`config.mk`:
```
export PLATFORM = sky130hd
export DESIGN_NAME = heap_sorter_unit
export DESIGN_NICKNAME = d
export VERILOG_FILES = /design/src/hs_pkg.sv /design/src/hs_ram.sv /design/src/hs_front.sv /design/src/hs_back.sv /design/src/heap_sorter_unit.sv
export SDC_FILE = /design/constraint.sdc
export NUM_CORES = 2
export LEC_CHECK = 0
export ABC_AREA = 1
export CELL_PAD_IN_SITES_DETAIL_PLACEMENT = 1
export CELL_PAD_IN_SITES_GLOBAL_PLACEMENT = 1
export CORE_ASPECT_RATIO = 0.75
export CORE_MARGIN = 3
export CORE_UTILIZATION = 35
export CTS_CLUSTER_SIZE = 12
export DETAILED_ROUTE_END_ITERATION = 7
export DONT_BUFFER_PORTS = 1
export PLACE_DENSITY = 0.58
export SLEW_MARGIN = 20
export SYNTH_ARGS = -nofsm -noshare
export SYNTH_HDL_FRONTEND = slang
export SYNTH_SLANG_ARGS = --single-unit
```
`constraint.sdc`:
```
create_clock -name clk -period 13.4 [get_ports clk]
set_input_delay 1.34 -clock clk [delete_from_list [all_inputs] [get_ports clk]]
set_output_delay 1.34 -clock clk [all_outputs]
set_load 0.005 [all_outputs]
```
`src/hs_pkg.sv`:
```
`timescale 1ns / 1ps
// ---------------------------------------------------------------------------
// hs_pkg: shared types for the heap sorter
// Command word passed from the loader to the sort engine.
// ---------------------------------------------------------------------------
package hs_pkg;
    localparam int VALUE_W = 32;

    typedef struct packed {
        logic [12:0] count;
    } hs_cmd_t;
endpackage

```
`src/hs_ram.sv`:
```
`timescale 1ns / 1ps
// ---------------------------------------------------------------------------
// hs_ram: generic single-port RAM
// One write or one read per cycle, registered read data.
// ---------------------------------------------------------------------------
module hs_ram #(
    parameter int WIDTH = 32,
    parameter int DEPTH = 64
) (
    input  logic                     clk,
    input  logic                     we,
    input  logic [$clog2(DEPTH)-1:0] addr,
    input  logic [WIDTH-1:0]         wdata,
    output logic [WIDTH-1:0]         rdata
);
    logic [WIDTH-1:0] mem [DEPTH];

    always_ff @(posedge clk)
    begin
        if (we)
        begin
            mem[addr] <= wdata;
        end
        rdata <= mem[addr];
    end
endmodule

```
`src/hs_front.sv`:
```
`timescale 1ns / 1ps
// ---------------------------------------------------------------------------
// hs_front: set loader
// Count incoming words, flag the end of a set, post a command.
// ---------------------------------------------------------------------------
module hs_front import hs_pkg::*; #(
    parameter int MAX_ITEMS = 64,
    parameter int AW = 6
) (
    input  logic          clk,
    input  logic          rst_n,
    input  logic          push,
    input  logic          last_item,
    input  logic          busy,
    output logic          full,
    output logic          wr_en,
    output logic [AW-1:0] wr_addr,
    output logic          cmd_valid,
    output hs_cmd_t       cmd
);
    logic [12:0] count_reg, count_next;
    logic        accept, over;

    assign full    = busy;
    assign accept  = push && !full;
    assign over    = (count_reg == 13'(MAX_ITEMS));
    assign wr_en   = accept && !over;
    assign wr_addr = count_reg[AW-1:0];

    always_comb
    begin
        count_next = count_reg;
        cmd_valid  = 1'b0;
        cmd.count  = over ? count_reg : count_reg + 13'd1;
        if (accept)
        begin
            if (over || last_item)
            begin
                cmd_valid  = 1'b1;
                count_next = '0;
            end
            else
            begin
                count_next = count_reg + 13'd1;
            end
        end
    end

    always_ff @(posedge clk or negedge rst_n)
    begin
        if (!rst_n)
        begin
            count_reg <= '0;
        end
        else
        begin
            count_reg <= count_next;
        end
    end
endmodule

```
`src/hs_back.sv`:
```
`timescale 1ns / 1ps
// ---------------------------------------------------------------------------
// hs_back: heap sort engine
// Build a max-heap, extract the root to the tail, emit ascending.
// ---------------------------------------------------------------------------
module hs_back import hs_pkg::*; #(
    parameter int AW = 6
) (
    input  logic               clk,
    input  logic               rst_n,
    input  logic               cmd_valid,
    input  hs_cmd_t            cmd,
    output logic               busy,
    output logic               mem_we,
    output logic [AW-1:0]      mem_addr,
    output logic [VALUE_W-1:0] mem_wdata,
    input  logic [VALUE_W-1:0] mem_rdata,
    output logic               res_valid,
    output logic [VALUE_W-1:0] res_value,
    output logic               res_last,
    input  logic               res_ready
);
    localparam logic [3:0] S_IDLE = 4'd0, S_RDC = 4'd1, S_RDL = 4'd2, S_RDR = 4'd3,
                           S_CMP = 4'd4, S_WRC = 4'd5, S_WRB = 4'd6, S_NEXT = 4'd7,
                           S_RD0 = 4'd8, S_RDE = 4'd9, S_WR0 = 4'd10, S_WRE = 4'd11,
                           S_ORD = 4'd12, S_OWT = 4'd13, S_OUT = 4'd14;

    logic [3:0]         st_reg;
    logic [12:0]        len_reg, n_reg, k_reg, cur_reg, big_reg, idx_reg;
    logic               build_reg;
    logic [VALUE_W-1:0] vc_reg, vb_reg, v0_reg;
    logic [13:0]        lc, rc;

    assign lc = {cur_reg, 1'b1};
    assign rc = {cur_reg, 1'b0} + 14'd2;
    assign busy = (st_reg != S_IDLE);

    always_comb
    begin
        mem_we    = 1'b0;
        mem_addr  = '0;
        mem_wdata = vc_reg;
        case (st_reg)
            S_RDC:   mem_addr = cur_reg[AW-1:0];
            S_RDL:   mem_addr = lc[AW-1:0];
            S_RDR:   mem_addr = rc[AW-1:0];
            S_WRC:   begin mem_we = 1'b1; mem_addr = cur_reg[AW-1:0]; mem_wdata = vb_reg; end
            S_WRB:   begin mem_we = 1'b1; mem_addr = big_reg[AW-1:0]; mem_wdata = vc_reg; end
            S_RD0:   mem_addr = '0;
            S_RDE:   mem_addr = AW'(k_reg - 13'd1);
            S_WR0:   begin mem_we = 1'b1; mem_addr = '0; mem_wdata = mem_rdata; end
            S_WRE:   begin mem_we = 1'b1; mem_addr = AW'(k_reg - 13'd1); mem_wdata = v0_reg; end
            S_ORD:   mem_addr = idx_reg[AW-1:0];
            S_OWT:   mem_addr = idx_reg[AW-1:0];
            default: mem_addr = '0;
        endcase
    end

    // rdata of the address issued in the previous cycle is sampled in the next state
    logic rd_tag_reg;

    always_ff @(posedge clk or negedge rst_n)
    begin
        if (!rst_n)
        begin
            st_reg     <= S_IDLE;
            res_valid  <= 1'b0;
            rd_tag_reg <= 1'b0;
        end
        else
        begin
            if (res_valid && res_ready && st_reg != S_OWT)
            begin
                res_valid <= 1'b0;
            end
            case (st_reg)
                S_IDLE:
                begin
                    if (cmd_valid)
                    begin
                        n_reg     <= cmd.count;
                        len_reg   <= cmd.count;
                        k_reg     <= cmd.count >> 1;
                        build_reg <= 1'b1;
                        st_reg    <= S_NEXT;
                    end
                end
                S_NEXT:
                begin
                    if (build_reg)
                    begin
                        if (k_reg != '0)
                        begin
                            cur_reg <= k_reg - 13'd1;
                            k_reg   <= k_reg - 13'd1;
                            st_reg  <= S_RDC;
                        end
                        else
                        begin
                            build_reg <= 1'b0;
                            k_reg     <= n_reg;
                        end
                    end
                    else if (k_reg > 13'd1)
                    begin
                        st_reg <= S_RD0;
                    end
                    else
                    begin
                        idx_reg <= '0;
                        st_reg  <= S_ORD;
                    end
                end
                S_RDC:
                begin
                    st_reg <= S_RDL;
                end
                S_RDL:
                begin
                    vc_reg  <= mem_rdata;
                    vb_reg  <= mem_rdata;
                    big_reg <= cur_reg;
                    if (lc < {1'b0, len_reg})
                    begin
                        st_reg <= S_RDR;
                    end
                    else
                    begin
                        st_reg <= S_NEXT;
                    end
                end
                S_RDR:
                begin
                    if ($signed(mem_rdata) > $signed(vb_reg))
                    begin
                        vb_reg  <= mem_rdata;
                        big_reg <= lc[12:0];
                    end
                    rd_tag_reg <= (rc < {1'b0, len_reg});
                    st_reg     <= S_CMP;
                end
                S_CMP:
                begin
                    if (rd_tag_reg && $signed(mem_rdata) > $signed(vb_reg))
                    begin
                        vb_reg  <= mem_rdata;
                        big_reg <= rc[12:0];
                        st_reg  <= S_WRC;
                    end
                    else if (big_reg != cur_reg)
                    begin
                        st_reg <= S_WRC;
                    end
                    else
                    begin
                        st_reg <= S_NEXT;
                    end
                end
                S_WRC:
                begin
                    st_reg <= S_WRB;
                end
                S_WRB:
                begin
                    cur_reg <= big_reg;
                    st_reg  <= S_RDC;
                end
                S_RD0:
                begin
                    st_reg <= S_RDE;
                end
                S_RDE:
                begin
                    v0_reg <= mem_rdata;
                    st_reg <= S_WR0;
                end
                S_WR0:
                begin
                    st_reg <= S_WRE;
                end
                S_WRE:
                begin
                    len_reg <= k_reg - 13'd1;
                    k_reg   <= k_reg - 13'd1;
                    cur_reg <= '0;
                    st_reg  <= S_RDC;
                end
                S_ORD:
                begin
                    st_reg <= S_OWT;
                end
                S_OWT:
                begin
                    if (!res_valid || res_ready)
                    begin
                        res_value <= mem_rdata;
                        res_last  <= (idx_reg + 13'd1 == n_reg);
                        res_valid <= 1'b1;
                        st_reg    <= S_OUT;
                    end
                end
                S_OUT:
                begin
                    if (idx_reg + 13'd1 == n_reg)
                    begin
                        st_reg <= S_IDLE;
                    end
                    else
                    begin
                        idx_reg <= idx_reg + 13'd1;
                        st_reg  <= S_ORD;
                    end
                end
                default:
                begin
                    st_reg <= S_IDLE;
                end
            endcase
        end
    end
endmodule

```
`src/heap_sorter_unit.sv`:
```
`timescale 1ns / 1ps
// ---------------------------------------------------------------------------
// heap_sorter_unit: heap sort of signed 32-bit words
// Words load one per cycle while not full into a single-port store. The
// word flagged last (or the word after MAX_ITEMS are held, which is
// dropped) ends the set; the engine then heapifies and extracts through
// the one RAM port, then emits ascending. Input is held full while a set
// is sorted or emitted.
// ---------------------------------------------------------------------------
module heap_sorter_unit import hs_pkg::*; #(
    parameter int MAX_ITEMS = 64
) (
    input  logic                      clk,
    input  logic                      rst_n,
    input  logic                      push,
    output logic                      full,
    input  logic signed [VALUE_W-1:0] element_value,
    input  logic                      last_item,
    output logic                      empty,
    input  logic                      pop,
    output logic signed [VALUE_W-1:0] sorted_value,
    output logic                      last_result
);
    localparam int AW = (MAX_ITEMS > 1) ? $clog2(MAX_ITEMS) : 1;

    logic               busy, fwe, cmd_valid, bwe, res_valid;
    logic [AW-1:0]      faddr, baddr;
    logic [VALUE_W-1:0] bwdata, rdata, res_value;
    hs_cmd_t            cmd;

    hs_front #(.MAX_ITEMS(MAX_ITEMS), .AW(AW)) u_front (
        .clk(clk), .rst_n(rst_n), .push(push), .last_item(last_item), .busy(busy),
        .full(full), .wr_en(fwe), .wr_addr(faddr), .cmd_valid(cmd_valid), .cmd(cmd)
    );

    hs_back #(.AW(AW)) u_back (
        .clk(clk), .rst_n(rst_n), .cmd_valid(cmd_valid), .cmd(cmd), .busy(busy),
        .mem_we(bwe), .mem_addr(baddr), .mem_wdata(bwdata), .mem_rdata(rdata),
        .res_valid(res_valid), .res_value(res_value), .res_last(last_result),
        .res_ready(pop)
    );

    hs_ram #(.WIDTH(VALUE_W), .DEPTH(1 << AW)) u_ram (
        .clk(clk), .we(fwe | bwe), .addr(busy ? baddr : faddr),
        .wdata(busy ? bwdata : element_value), .rdata(rdata)
    );

    assign empty        = !res_valid;
    assign sorted_value = res_value;

    a_no_push_busy: assert property (@(posedge clk) disable iff (!rst_n)
        busy |-> full) else $error("push taken while sorting");
    a_start: assert property (@(posedge clk) disable iff (!rst_n)
        cmd_valid |=> busy) else $error("sort did not start");
    a_hold: assert property (@(posedge clk) disable iff (!rst_n)
        (!empty && !pop) |=> (!empty && $stable(sorted_value)))
        else $error("result lost");
endmodule

```
Word-level counts from Yosys, hierarchy flattened --
Memories as Yosys holds them, arrays and structs flattened. A register that Yosys moved wholly into a read port is not among the register bits. Index checks and enable logic that the tools add are counted.
Cells by class: add/sub/neg operators 4, magnitude comparators 4, eq/ne operators 28, multiplexer cells 47, bitwise operators 1, reduce and logical (&&, ||, !) cells 35
Operators by type and width (number):
- $pmux W32 S3 | 2
- $mux W13 | 13
- $pmux W13 S3 | 3
- $mux W32 | 3
- $pmux W4 S14 | 1
- $pmux W13 S2 | 2
- $pmux W6 S6 | 1
- $gt A32 B32 Y1 | 1
- $eq A4 B4 Y1 const B | 7
- $lt A14 B13 Y1 | 2
- $add A13 B1 Y13 const B | 2
- $mux W4 | 6
- $eq A4 B3 Y1 const B | 4
- $reduce_and A3 Y1 | 5
- $add A14 B2 Y14 const B | 1
- $eq A13 B13 Y1 | 1
- $eq A13 B7 Y1 const B | 1
- $gt A13 B1 Y1 const B | 1
- $ne A13 B13 Y1 | 1
- $reduce_bool A13 Y1 | 1
- $sub A13 B1 Y13 const B | 1
- $reduce_and A4 Y1 | 3
- $mux W1 | 11
- $ne A2 B1 Y1 const B | 5
- other kinds (21) | 41
Storage, ports and cells: bits in registers 227, memory bits (writable) 2048, input bits 37, output and inout bits 35, word-level logic and storage cells 136, memories 1
Memory list:
- u_ram.mem | depth 64, width 32, read ports 1, clocked after Yosys merged registers in 1, wr ports 1, line hs_ram.sv:16 | logic [WIDTH-1:0] mem [DEPTH];

Depth between registers and ports, before layout --
depth after elaboration 7, gate-level depth with buffers 20, mapped depth without buffers 19

Hierarchy --
Synthesis repeated with hierarchy kept, for this count alone.
Unflattened totals: cells, all modules 9814, area, all modules 99258.9 µm²
By module, submodules not included:
- hs_ram | times used 1, cells an instance 8440, area each 86503.0 µm², sequential area each 62139.6 µm²
- hs_back | times used 1, cells an instance 1102, area each 11200.7 µm², sequential area each 6396.1 µm²
- hs_front | times used 1, cells an instance 147, area each 1043.5 µm², sequential area each 325.3 µm²
- heap_sorter_unit | times used 1, cells an instance 125, area each 511.7 µm², sequential area each 0.0 µm²

Worst setup path after synthesis --
No wires, ideal clock.
path kind register to register, from reg u_back.st_reg[0], to mem u_ram.mem[0][10] (data pin), setup time 702 ps, arrival 3912 ps, data required time 12698 ps, path slack 8786 ps, stages on the path, launching flop included 9, buffers on the path 1, clock period less this slack 4614 ps, cell sequence dfrtp_1 -> inv_2 -> nor2_2 -> inv_1 -> nor2_1 -> a21oi_1 -> clkbuf_1 -> a221oi_1 -> o21ai_0
Between the ends: longest elaborated chain between the ends 3, elaborated cells on any way between the ends 6, those cells by class eq/ne: 3; mux: 2; reduce/logical: 1
Ends and longest elaborated chain:
- from (decl) | line hs_back.sv:28 | logic [3:0] st_reg;
- from (signal assigned) | line hs_back.sv:66 | st_reg <= S_IDLE;
- from (signal assigned) | line hs_back.sv:85 | st_reg <= S_NEXT;
- from (signal assigned) | line hs_back.sv:96 | st_reg <= S_RDC;
- $eq A4 B4 Y1 / $eq A4 B3 Y1 (equally long branches) | line hs_back.sv:43 | case (st_reg)
- $pmux W32 S3 | line hs_back.sv:43
- $mux W32 (*) | line heap_sorter_unit.sv:45 | .wdata(busy ? bwdata : element_value), .rdata(rdata)
- via u_ram.wdata[10] | line hs_ram.sv:13 | input logic [WIDTH-1:0] wdata,
- to (decl) | line hs_ram.sv:16
The timed path passes the listed nets; every way through them passes the cells marked *.

Worst setup path after layout --
from reg u_back.st_reg[1], to reg u_ram.rdata[17], read port of u_ram.mem
Between the ends: longest elaborated chain between the ends 4, elaborated cells on any way between the ends 15, those cells by class eq/ne: 9; mux: 2; reduce/logical: 4
Ends and longest elaborated chain:
- $eq A4 B4 Y1 (tied with other cells) | line hs_back.sv:43
- $reduce_or A2 Y1 (no line)
- $pmux W6 S6 | line hs_back.sv:43
- $mux W6 (*) | line heap_sorter_unit.sv:44 | .clk(clk), .we(fwe | bwe), .addr(busy ? baddr : faddr),
- to (decl) | line hs_ram.sv:14 | output logic [WIDTH-1:0] rdata
Every way passes the cells marked *; elsewhere a longest branch is shown, timed or not. A chain may end at the register's enable or synchronous reset.

==> metrics.csv <==
stage,metric,value,unit
clock_network,cts_sinks,2307,
floorplanning,die_y,473,um
critical_path,start_kind,flop,
synth,synth_top_flop_cell,edfxtp_1,
drt,drc,0,
critical_path,r2r_start,u_back.st_reg[1],
synth,netlist_area,102000,um^2
global_route,grt_overflow_total,0,
drt,vias,76561,
synth,synth_cell_types,47,
timing,report.final.slew_viol_count,0,
timing,slew_headroom,0.192,
clock_network,cts_tree,done,
min_path,hold_class,in -> async,
global_route,grt_pass1_wl,568000,um
cells_and_area,largest_reg_flops,2048,
global_route,use_met2,0.377,
global_route,grt_pass1_vias,76169,
timing,worstMarginPinSlew,1210,ps
drt,via_per_inst,5.54,
cells_and_area,final_common_cell,nand2_1,
synth,yosysTopAreaCell,edfxtp_1,
drt,drtIter0Drc,8596,
cells_and_area,layout_common_cells,"4973 x nand2_1, 2256 x edfxtp_1, 891 x nand4_1, 298 x inv_1, 245 x clkbuf_16",
clock_network,root_buffer,clkbuf_16,
place,portBuffers,0,
synth,synth_nets,10031,
synth,synth.area.top_cells,"edfxtp_1 66%, nand2_1 18%, nand4_1 5.5%",
critical_path,critPathKind,reg -> reg,
floorplanning,rows,170,
timing,setup_viol,0,
cells_and_area,area_growth,12.0,%
floorplanning,die_area,298000,um^2
synth,postSynthAreaPerCell,10.3,um^2
critical_path,cp.required,14240,ps
global_route,grtUsageTotal,0.260,
floorplanning,ios,72,
critical_path,r2r_end,u_ram.rdata[17],
synth,yosysSeqAreaShare,0.676,
cells_and_area,regMostFlops,u_ram.mem,
timing,hold_viol,0,
critical_path,crit_fanout,70,
drt,routedWlPerCell,28.7,um
critical_path,worstPathArrival,7210,ps
clock_network,cts_hold_buf,0,
synth,yosysWarnings,0,
timing,fin_skew,54.7,ps
critical_path,crit_start,u_back.st_reg[1],
timing,fmax,157,MHz
cells_and_area,drive_above_1_share,0.0664,
timing,post-route-min-period,6370,ps
cells_and_area,fin_util,0.397,
clock_network,clkTransAtPathRegs,60,ps
synth,synth_top_area_frac,0.665,
cells_and_area,nets,9861,
drt,antenna_left,0,
timing,tns,0,ps
run,cap_violations,0,
drt,first_pass_iters,5,
floorplanning,die_w,629,um
synth,syn_inst,9932,
global_route,met3_usage,0.0524,
synth,ys_ff_latch,2307,
drt,wirelength,397000,um
critical_path,crit_end,u_ram.rdata[17],
cells_and_area,num-fill-cells,31623,
status,outcome,completed,
critical_path,crit_path_end_kind,flop,
global_route,grt_busiest_layer,met1,
critical_path,rr_worst_depth,19,
global_route,antenna_found_initial,25,
clock_network,cts_max_path_buffers,4,
clock_network,post_cts_buffers,0,
critical_path,r2r_setup_slack,7030,ps
global_route,grt_start_max_net_pins,168,
timing,final.period_utilization,0.475,
place,dp_hpwl,229000,um
clock_network,htreeDepth,4,
clock_network,cts_buffers,243,
global_route,use_met1,0.393,
floorplanning,core_area,288000,um^2
synth,async_flop_share,0.00824,
floorplanning,initial_core_util,0.354,
timing,rsz0062_at_grt,false,
clock_network,insertion_delay,920,ps
place,place.gp.congestion,0.871,
clock_network,cts_resized,0,
synth,synth_edf_count,2256,
cell type report:
cell class                      count  area, um^2  share of cell area
Sequential cell                  2307       68900               0.603
Multi-Input combinational cell   6662       29900               0.262
Clock buffer                      350        6590              0.0577
Tap cell                         3870        4840              0.0424
Timing Repair Buffer              227        2170              0.0190
Inverter                          321        1210              0.0106
Clock inverter                     75         519             0.00455
Antenna cell                       12        30.0            0.000263
routing by layer:
layer / routed length (um) / share of wire
met1: 186000 / 0.47
met5: 13 / 0.000033
met3: 33500 / 0.084
met4: 11500 / 0.029
met2: 166000 / 0.42
cells by family after synthesis:
group | synth area share
adders and majority gates | 0.00761
xor gates and xnor gates | 0.00318
DFF | 0.676
buffers and inverters | 0.0400
and+or+nand+nor | 0.252
AOI/OAI and AO/OA | 0.0208
worst max-delay path: stages (launching register included):
cell	delay, ps
dfrtp_1	520
nor2_2	110
nand2_1	210
nor2_1	110
nor2_4	290
buf_4	420
buf_4	780
buf_4	770
buf_4	670
buf_4	720
nand4_1	160
nand2_1	120
nand2_1	50
nand2_1	90
nand2_1	50
nand2_1	100
nand2_1	50
nand2_1	650
nor2_1	90
nand2_1	110
how the worst min path moves through the flow:
stage	endpoint	slack, ps	from	depth (start not counted)
final	u_front.count_reg[5]	120	rst_n	0
after floorplan	u_back.rd_tag_reg	450	u_back.rd_tag_reg	2
after CTS	u_front.count_reg[5]	50	rst_n	0
after global placement	u_back.rd_tag_reg	530	u_back.rd_tag_reg	2
after detailed placement	u_back.rd_tag_reg	530	u_back.rd_tag_reg	2
after global routing	u_front.count_reg[4]	80	rst_n	0
synthesized netlist by cell type (19+ instances only):
cell type  instances
nand2_1         4973
edfxtp_1        2256
nand4_1          891
clkbuf_1         355
inv_1            298
nor2_1           226
buf_2            168
o21ai_1          132
o21ai_0           89
ha_1              62
buf_4             61
a21oi_1           56
buf_1             55
nand3_1           46
dfxtp_1           32
xor2_1            25
nor3_1            24
inv_2             21
o221ai_1          21
dfrtp_1           19
metrics by stage:
| step | hold slack (ps) | instances | instance area [um^2] | setup slack [ps] |
|---|---|---|---|---|
| floorplan | 450 | 9932 | 102000 | 8790 |
| global placement | 527 | 13370 | 107000 | 7170 |
| detailed placement | 533 | 13385 | 107000 | 7190 |
| CTS | 46.2 | 13810 | 114000 | 7150 |
| global route | 78.2 | 13813 | 114000 | 6630 |
| finish | 124 | 13824 | 114000 | 7030 |
Power is left out: the tool's default activity adds up to more than one toggle a clock period on the data nets, which glitch-free logic cannot reach.
